$ cat src/sv/jse_pkg.sv
package jse_pkg;

  // Default depth of the queue between the classifier and the expander.
  localparam int unsigned FIFO_DEPTH = 4;

  // Kinds of queued work.
  localparam logic [1:0] KIND_PLAIN = 2'd0;  // byte passes through
  localparam logic [1:0] KIND_SHORT = 2'd1;  // backslash plus one letter
  localparam logic [1:0] KIND_UNI   = 2'd2;  // \u00 plus two hex digits
  localparam logic [1:0] KIND_END   = 2'd3;  // closing quote

  localparam logic [7:0] CH_QUOTE  = 8'h22;
  localparam logic [7:0] CH_BSLASH = 8'h5C;
  localparam logic [7:0] CH_U      = 8'h75;
  localparam logic [7:0] CH_ZERO   = 8'h30;
  localparam logic [7:0] CTRL_MAX  = 8'h1F;

  // One classified input item as it sits in the queue.
  typedef struct packed {
    logic       open_q;  // an opening quote goes out first
    logic [1:0] kind;
    logic [7:0] data;    // raw byte, or the escape letter for KIND_SHORT
  } desc_t;

  function automatic logic [7:0] hex_char(input logic [3:0] v);
    logic [7:0] r;
    if (v < 4'd10) begin
      r = CH_ZERO + {4'h0, v};
    end else begin
      r = 8'h57 + {4'h0, v};
    end
    return r;
  endfunction

  // Letter of the two-byte escape, zero where the byte has none.
  function automatic logic [7:0] short_letter(input logic [7:0] c);
    logic [7:0] r;
    case (c)
      8'h08:     r = 8'h62;
      8'h0A:     r = 8'h6E;
      8'h0C:     r = 8'h66;
      8'h0D:     r = 8'h72;
      8'h09:     r = 8'h74;
      CH_QUOTE:  r = CH_QUOTE;
      CH_BSLASH: r = CH_BSLASH;
      default:   r = 8'h00;
    endcase
    return r;
  endfunction

  // Output bytes of a kind, not counting the opening quote.
  function automatic logic [2:0] body_len(input logic [1:0] kind);
    logic [2:0] r;
    case (kind)
      KIND_PLAIN: r = 3'd1;
      KIND_SHORT: r = 3'd2;
      KIND_UNI:   r = 3'd6;
      KIND_END:   r = 3'd1;
      default:    r = 3'd1;
    endcase
    return r;
  endfunction

endpackage

$ cat src/sv/json_string_escaper_top.sv
// JSON string escaper. Bytes of a string arrive on the in_ channel, one per
// transfer, with in_tuser low; a transfer with in_tuser high ends the string
// and its in_tdata is ignored. The out_ channel carries the quoted, escaped
// text one byte per transfer; out_tlast marks the final byte that belongs to
// one input transfer. An opening quote precedes the first byte of a string,
// control characters become two-byte or six-byte escapes, and an end item
// emits the closing quote (two quotes for an empty string).
// An accepted input transfer is written into the queue, and the expander then
// loads the first output byte of its item into its output register.
// Throughput: one output byte per cycle while out_tready is high, set by the
// single output register of the expander; plain bytes flow at one item per
// cycle, while an item of N bytes (up to 7) holds the expander until its last
// byte is out. A queue of FIFO_DEPTH entries between the classifier and the
// expander absorbs such bursts; in_tready drops only when that queue is full.
// Reset (rst_n low, synchronous) empties the queue, drops out_tvalid and
// marks the stream as outside a string. When the receiver holds out_tready
// low the output byte stays put and the queue fills, then input stalls.
module json_string_escaper_top #(
  parameter int unsigned FIFO_DEPTH = jse_pkg::FIFO_DEPTH
) (
  input  logic       clk,
  input  logic       rst_n,
  input  logic       in_tvalid,
  output logic       in_tready,
  input  logic [7:0] in_tdata,   // [7:0] char_byte
  input  logic       in_tuser,   // [0] req_type: 0 string byte, 1 end of string
  output logic       out_tvalid,
  input  logic       out_tready,
  output logic [7:0] out_tdata,  // [7:0] out_byte
  output logic       out_tlast   // last_of_run
);

  jse_pkg::desc_t q_wdata;
  jse_pkg::desc_t q_rdata;
  logic           q_push;
  logic           q_pop;
  logic           q_full;
  logic           q_empty;

  // Classifier: tracks whether a string is open and tags each item.
  jse_front u_front (
    .clk       (clk),
    .rst_n     (rst_n),
    .in_tvalid (in_tvalid),
    .in_tready (in_tready),
    .in_tuser  (in_tuser),
    .in_tdata  (in_tdata),
    .q_full    (q_full),
    .q_push    (q_push),
    .q_wdata   (q_wdata)
  );

  // Work queue that decouples input acceptance from output expansion.
  jse_fifo #(
    .DEPTH (FIFO_DEPTH)
  ) u_fifo (
    .clk   (clk),
    .rst_n (rst_n),
    .push  (q_push),
    .wdata (q_wdata),
    .full  (q_full),
    .pop   (q_pop),
    .empty (q_empty),
    .rdata (q_rdata)
  );

  // Expander: walks the bytes of the head item into the output register.
  jse_back u_back (
    .clk        (clk),
    .rst_n      (rst_n),
    .q_empty    (q_empty),
    .q_rdata    (q_rdata),
    .q_pop      (q_pop),
    .out_tvalid (out_tvalid),
    .out_tready (out_tready),
    .out_tdata  (out_tdata),
    .out_tlast  (out_tlast)
  );

endmodule

$ cat src/sv/jse_front.sv
module jse_front (
  input  logic              clk,
  input  logic              rst_n,
  input  logic              in_tvalid,
  output logic              in_tready,
  input  logic              in_tuser,
  input  logic [7:0]        in_tdata,
  input  logic              q_full,
  output logic              q_push,
  output jse_pkg::desc_t    q_wdata
);

  logic       inside_r;
  logic       inside_nxt;
  logic [7:0] letter;

  assign in_tready = !q_full;
  assign q_push    = in_tvalid && !q_full;
  assign letter    = jse_pkg::short_letter(in_tdata);

  always_comb begin
    q_wdata.open_q = !inside_r;
    q_wdata.data   = in_tdata;
    if (in_tuser) begin
      q_wdata.kind = jse_pkg::KIND_END;
    end else if (letter != 8'h00) begin
      q_wdata.kind = jse_pkg::KIND_SHORT;
      q_wdata.data = letter;
    end else if (in_tdata <= jse_pkg::CTRL_MAX) begin
      q_wdata.kind = jse_pkg::KIND_UNI;
    end else begin
      q_wdata.kind = jse_pkg::KIND_PLAIN;
    end
  end

  // An end item closes the string, any byte opens or continues one.
  always_comb begin
    inside_nxt = inside_r;
    if (q_push) begin
      inside_nxt = !in_tuser;
    end
  end

  always_ff @(posedge clk) begin
    if (!rst_n) begin
      inside_r <= 1'b0;
    end else begin
      inside_r <= inside_nxt;
    end
  end

endmodule

$ cat src/sv/jse_fifo.sv
module jse_fifo #(
  parameter int unsigned DEPTH = jse_pkg::FIFO_DEPTH
) (
  input  logic           clk,
  input  logic           rst_n,
  input  logic           push,
  input  jse_pkg::desc_t wdata,
  output logic           full,
  input  logic           pop,
  output logic           empty,
  output jse_pkg::desc_t rdata
);

  localparam int unsigned AW = (DEPTH > 1) ? $clog2(DEPTH) : 1;
  localparam int unsigned CW = $clog2(DEPTH + 1);

  jse_pkg::desc_t slot_r [DEPTH];
  logic [AW-1:0]  wptr_r, wptr_nxt;
  logic [AW-1:0]  rptr_r, rptr_nxt;
  logic [CW-1:0]  count_r, count_nxt;

  assign full  = (count_r == CW'(DEPTH));
  assign empty = (count_r == '0);
  assign rdata = slot_r[rptr_r];

  function automatic logic [AW-1:0] ptr_inc(input logic [AW-1:0] p);
    logic [AW-1:0] r;
    if (p == AW'(DEPTH - 1)) begin
      r = '0;
    end else begin
      r = p + 1'b1;
    end
    return r;
  endfunction

  always_comb begin
    wptr_nxt  = push ? ptr_inc(wptr_r) : wptr_r;
    rptr_nxt  = pop  ? ptr_inc(rptr_r) : rptr_r;
    count_nxt = count_r;
    if (push && !pop) begin
      count_nxt = count_r + 1'b1;
    end else if (pop && !push) begin
      count_nxt = count_r - 1'b1;
    end
  end

  always_ff @(posedge clk) begin
    if (!rst_n) begin
      wptr_r  <= '0;
      rptr_r  <= '0;
      count_r <= '0;
    end else begin
      wptr_r  <= wptr_nxt;
      rptr_r  <= rptr_nxt;
      count_r <= count_nxt;
    end
  end

  always_ff @(posedge clk) begin
    if (push) begin
      slot_r[wptr_r] <= wdata;
    end
  end

  a_count_bound: assert property (@(posedge clk) disable iff (!rst_n)
    count_r <= CW'(DEPTH))
    else $error("queue count above depth");

endmodule

$ cat src/sv/jse_back.sv
module jse_back (
  input  logic           clk,
  input  logic           rst_n,
  input  logic           q_empty,
  input  jse_pkg::desc_t q_rdata,
  output logic           q_pop,
  output logic           out_tvalid,
  input  logic           out_tready,
  output logic [7:0]     out_tdata,
  output logic           out_tlast
);

  logic [2:0] idx_r, idx_nxt;
  logic       out_tvalid_r, out_tvalid_nxt;
  logic [7:0] out_tdata_r;
  logic       out_tlast_r;

  logic [2:0] len;
  logic [2:0] pos;
  logic [7:0] byte_sel;
  logic       is_last;
  logic       load;

  assign len     = {2'b00, q_rdata.open_q} + jse_pkg::body_len(q_rdata.kind);
  assign pos     = idx_r - {2'b00, q_rdata.open_q};
  assign is_last = (idx_r == len - 3'd1);
  assign load    = !q_empty && (!out_tvalid_r || out_tready);
  assign q_pop   = load && is_last;

  always_comb begin
    byte_sel = q_rdata.data;
    if (q_rdata.open_q && idx_r == 3'd0) begin
      byte_sel = jse_pkg::CH_QUOTE;
    end else begin
      case (q_rdata.kind)
        jse_pkg::KIND_PLAIN: byte_sel = q_rdata.data;
        jse_pkg::KIND_SHORT: byte_sel = (pos == 3'd0) ? jse_pkg::CH_BSLASH : q_rdata.data;
        jse_pkg::KIND_END:   byte_sel = jse_pkg::CH_QUOTE;
        jse_pkg::KIND_UNI: begin
          case (pos)
            3'd0:    byte_sel = jse_pkg::CH_BSLASH;
            3'd1:    byte_sel = jse_pkg::CH_U;
            3'd2:    byte_sel = jse_pkg::CH_ZERO;
            3'd3:    byte_sel = jse_pkg::CH_ZERO;
            3'd4:    byte_sel = jse_pkg::hex_char(q_rdata.data[7:4]);
            default: byte_sel = jse_pkg::hex_char(q_rdata.data[3:0]);
          endcase
        end
        default: byte_sel = q_rdata.data;
      endcase
    end
  end

  always_comb begin
    idx_nxt        = idx_r;
    out_tvalid_nxt = out_tvalid_r;
    if (load) begin
      idx_nxt        = is_last ? 3'd0 : idx_r + 3'd1;
      out_tvalid_nxt = 1'b1;
    end else if (out_tready) begin
      out_tvalid_nxt = 1'b0;
    end
  end

  always_ff @(posedge clk) begin
    if (!rst_n) begin
      idx_r        <= 3'd0;
      out_tvalid_r <= 1'b0;
    end else begin
      idx_r        <= idx_nxt;
      out_tvalid_r <= out_tvalid_nxt;
    end
  end

  always_ff @(posedge clk) begin
    if (load) begin
      out_tdata_r <= byte_sel;
      out_tlast_r <= is_last;
    end
  end

  assign out_tvalid = out_tvalid_r;
  assign out_tdata  = out_tdata_r;
  assign out_tlast  = out_tlast_r;

  a_idx_in_range: assert property (@(posedge clk) disable iff (!rst_n)
    !q_empty |-> idx_r < len)
    else $error("expansion index past the end of its item");

  a_pop_rewinds: assert property (@(posedge clk) disable iff (!rst_n)
    q_pop |=> idx_r == 3'd0)
    else $error("index not rewound after the last byte of an item");

  a_open_quote: assert property (@(posedge clk) disable iff (!rst_n)
    load && q_rdata.open_q && idx_r == 3'd0 |=> out_tdata_r == jse_pkg::CH_QUOTE)
    else $error("opening quote missing");

endmodule

$ cat config.mk
export PLATFORM = sky130hd
export DESIGN_NAME = json_string_escaper_top
export DESIGN_NICKNAME = d
export VERILOG_FILES = /design/src/sv/jse_pkg.sv /design/src/sv/json_string_escaper_top.sv /design/src/sv/jse_front.sv /design/src/sv/jse_fifo.sv /design/src/sv/jse_back.sv
export SDC_FILE = /design/constraint.sdc
export NUM_CORES = 1
export LEC_CHECK = 0
export ABC_CLOCK_PERIOD_IN_PS = 4019
export BUFFER_PORTS_ARGS = -buffer_cell sky130_fd_sc_hd__buf_2
export CAP_MARGIN = 20
export CORE_MARGIN = 10
export CORE_UTILIZATION = 24
export DETAILED_ROUTE_END_ITERATION = 8
export GPL_ROUTABILITY_DRIVEN = 0
export GPL_TIMING_DRIVEN = 0
export PLACE_DENSITY = 0.4
export SLEW_MARGIN = 10
export SYNTH_ARGS = -nofsm -noshare
export SYNTH_HDL_FRONTEND = slang
export SYNTH_SLANG_ARGS = --single-unit
export TNS_END_PERCENT = 1
$ cat constraint.sdc
create_clock -name clk -period 4.02 [get_ports clk]
set_input_delay 0.603 -clock clk [delete_from_list [all_inputs] [get_ports clk]]
set_output_delay 0.603 -clock clk [all_outputs]
set_load 0.005 [all_outputs]
==> impl_metrics.json <==
{
  "path_delay_family": "adder cells",
  "r2r-end": "u_fifo.count_r[2]$_SDFFE_PN0P_",
  "grt-ovfl-total": 0,
  "dominantRegCellSynth": "edfxtp_1",
  "skew_ps": 5.29,
  "num_vias": 2289,
  "grt.busiest_layer": "met2",
  "dp_hpwl_mm": 5.35,
  "use_met2": 0.122,
  "rsz0062_at_grt": "no",
  "wl_per_cell_um": 14.9,
  "pre_cts_ws_ps": -278,
  "place_area_sq_um": 3790,
  "grt_pass1_vias": 2280,
  "nets": 346,
  "ir_worst_vdd_v": 0.000258,
  "ys_warn_count": 0,
  "finalSetupViolCount": 0,
  "postSynthNetCount": 312,
  "critical_path_peak_fanout": 7,
  "switching_share": 0.351,
  "cts_buffers": 9,
  "cp.depth": 16,
  "cts-htree-levels": 3,
  "final_area_sq_um": 4150,
  "vias_per_cell": 4.59,
  "clkLatencyLatePin_ps": 330,
  "port_buffers": 21,
  "synth.area.top_cells": "edfxtp_1 (46%), dfxtp_1 (8.1%), ha_1 (6.2%), mux4_1 (4.6%), mux4_2 (3.3%)",
  "row_count": 43,
  "crit_chain": "buf_8 -> mux4_2 -> inv_2 -> ha_1 -> ha_1 -> inv_1 -> fa_1 -> xor2_2 -> nor3_4 -> nand2_2 -> ha_2 -> inv_1 -> fa_1 -> xor2_1 -> or3_1 -> a21boi_0",
  "r2r_slack_ps": 220,
  "num_io_pins": 24,
  "synthArstFlopShare": 0,
  "synth_largest_area_cell": "edfxtp_1",
  "cts_tree": "yes",
  "drv_slew": 0,
  "worst_slack_ps": 223,
  "tightest_slew_ps": 630,
  "start_util": 0.247,
  "finalPower_uw": 3000,
  "synth-edff-count": 53,
  "synth.avg_cell_area_sq_um": 12.3,
  "outcome": "complete, no violations",
  "min_path_type": "register to register",
  "antenna_found_initial": 0,
  "p_int_uw": 1950,
  "track_usage": 0.0783,
  "leakagePower_uw": 0.00153,
  "pwr-share-comb": 0.390,
  "antenna_cells": 0,
  "synth_cell_type_count": 51,
  "dieWidth_um": 140,
  "slowest_stage": "mux4_2",
  "critPathArrivalTime_ps": 4050,
  "cts_sinks": 67,
  "critPathCaptureType": "register",
  "fin_cells": 499,
  "dp_cells": 481,
  "totalWireLength_mm": 7.45,
  "post-route-min-period_ps": 3800,
  "ys_seq_elements": 67,
  "ant_nets": 0,
  "clock_path_buffers": 2,
  "clock_power_share": 0.285,
  "clkTransAtPathRegs_ps": 60,
  "fin_hold_ws_ps": 477,
  "synth_top_cell_area_share": 0.460,
  "met1_usage": 0.0962,
  "drt_iter0_markers": 123,
  "cts_root_buf": "clkbuf_16",
  "synthCells": 280,
  "p_per_area_nw_per_um2": 723,
  "path_class": "register to register",
  "met3_usage": 0.0203,
  "start_kind": "register",
  "power_switching_uw": 1050,
  "die_area_sq_um": 19600,
  "area_growth_pct": 19.9,
  "endpoint": "u_fifo.count_r[2]$_SDFFE_PN0P_",
  "cts_hold_buf": 0,
  "rr_worst_depth": 16,
  "drv_cap": 0,
  "dieHeight_um": 140,
  "drc": 0,
  "syn_area_sq_um": 3460,
  "mostFrequentLayoutCell": "edfxtp_1",
  "ys_seq_area_frac": 0.541,
  "hold_viol_final": 0,
  "critical_path.max_stage_delay_ps": 560,
  "grt_pass1_wl_mm": 12.2,
  "path_buf_inv": 4,
  "crit_required_ps": 4270,
  "slew_headroom": 0.580,
  "grt_max_degree": 15,
  "core-area_sq_um": 14000,
  "seqPwrFrac": 0.326,
  "layout_common_cells": "edfxtp_1 (53), buf_2 (22), inv_1 (19)",
  "drtPass1Iterations": 4,
  "fmax_mhz": 263,
  "drive_gt1_frac": 0.185,
  "post-route-period-util": 0.945
}
[worst min-delay path by stage]
stage / from / to / slack, ps / cells after the start
6_report: u_back.out_tvalid$_SDFFE_PN0P_ / u_back.out_tvalid$_SDFFE_PN0P_ / 480 / 2
5_1_grt: u_back.out_tvalid$_SDFFE_PN0P_ / u_back.out_tvalid$_SDFFE_PN0P_ / 500 / 2
4_1_cts: u_back.out_tvalid$_SDFFE_PN0P_ / u_back.out_tvalid$_SDFFE_PN0P_ / 480 / 2
3_5_place_dp: u_back.out_tvalid$_SDFFE_PN0P_ / u_back.out_tvalid$_SDFFE_PN0P_ / 470 / 2
3_3_place_gp: u_back.out_tvalid$_SDFFE_PN0P_ / u_back.out_tvalid$_SDFFE_PN0P_ / 460 / 2
2_1_floorplan: u_fifo.rptr_r[1]$_SDFFE_PN0P_ / register / 470 / 2
[synthesized netlist by cell type (all sizes together) (2+ instances only)]
| cell type | number |
|---|---|
| a211oi | 3 |
| a21boi | 4 |
| a21o | 4 |
| a21oi | 13 |
| a22oi | 2 |
| a31oi | 4 |
| and2 | 4 |
| and3 | 6 |
| and4b | 2 |
| buf | 3 |
| clkbuf | 6 |
| dfxtp | 14 |
| edfxtp | 53 |
| fa | 2 |
| ha | 17 |
| inv | 20 |
| mux2i | 3 |
| mux4 | 11 |
| nand2 | 16 |
| nand3 | 7 |
| nand3b | 3 |
| nor2 | 13 |
| nor2b | 8 |
| nor3 | 12 |
| o211a | 2 |
| o21a | 2 |
| o21ai | 12 |
| o22ai | 4 |
| o31ai | 3 |
| or2 | 2 |
| or3 | 3 |
| xnor2 | 5 |
| xor2 | 3 |
[area by class of cell]
class | count | area (sq um)
Clock buffer | 9 | 225
Fill cell | 1460 | 9840
Clock inverter | 7 | 98.8
Sequential cell | 67 | 1870
Multi-Input combinational cell | 184 | 1480
Inverter | 20 | 75.1
Tap cell | 180 | 225
Timing Repair Buffer | 23 | 120
Buffer | 9 | 50.0
[routing by layer]
layer	up-vias	wire length [um]	share of wire
met2	45	3430	0.46
met1	1109	3530	0.47
met5	-	0	0
met3	10	316	0.042
li1	1125	-	-
met4	0	172	0.023
[tightest hold or removal path, delay by kind of cell, from the launching register on]
| family | cells | cell delay, ps |
|---|---|---|
| AO/OA/AOI/OAI | 1 | 60 |
| AND/OR/NAND/NOR | 1 | 50 |
| flip-flops | 1 | 320 |
[metrics by stage]
stage	TNS (ps)	util
after floorplan	0	-
after global placement	-415	0.271
after detailed placement	-489	0.271
after CTS	0	0.295
after global routing	0	0.296
final	0	0.296
[state kept, by name, summed over array words and instances, names as in the netlist, named ones only]
| signal | count |
|---|---|
| u_back.out_tlast | 1 |
| u_back.idx_r | 3 |
| u_front.inside_r | 1 |
| u_fifo.wptr_r | 2 |
| u_back.out_tvalid | 1 |
| u_fifo.count_r | 3 |
| u_fifo.slot_r | 44 |
| u_fifo.rptr_r | 2 |
| u_back.out_tdata | 8 |
[kinds of logic after synthesis]
logic type                 after synthesis  share of synthesized area
and+or+nand+nor                         83                      0.131
DFF                                     67                      0.541
AOI/OAI and AO/OA                       59                      0.110
buffers and inverters                   29                     0.0340
adders and majority gates               19                     0.0731
muxes                                   15                     0.0901
xor gates and xnor gates                 8                     0.0203
[power by group through the flow]
stage | clock (uW) | combinational [uW] | sequential, uW
finish | 854 | 1170 | 976
global route | 904 | 1320 | 992
CTS | 883 | 1170 | 977
detailed placement | 0 | 1120 | 989
global placement | 0 | 1100 | 985
floorplan | 0 | 805 | 986
[timing repair]
action,in CTS,in global routing
buffers inserted,1,1
pin swaps,1,0
resized for setup,6,7
endpoints found under the setup margin,2,2
Note: power is estimated with default switching activity, not from simulation.
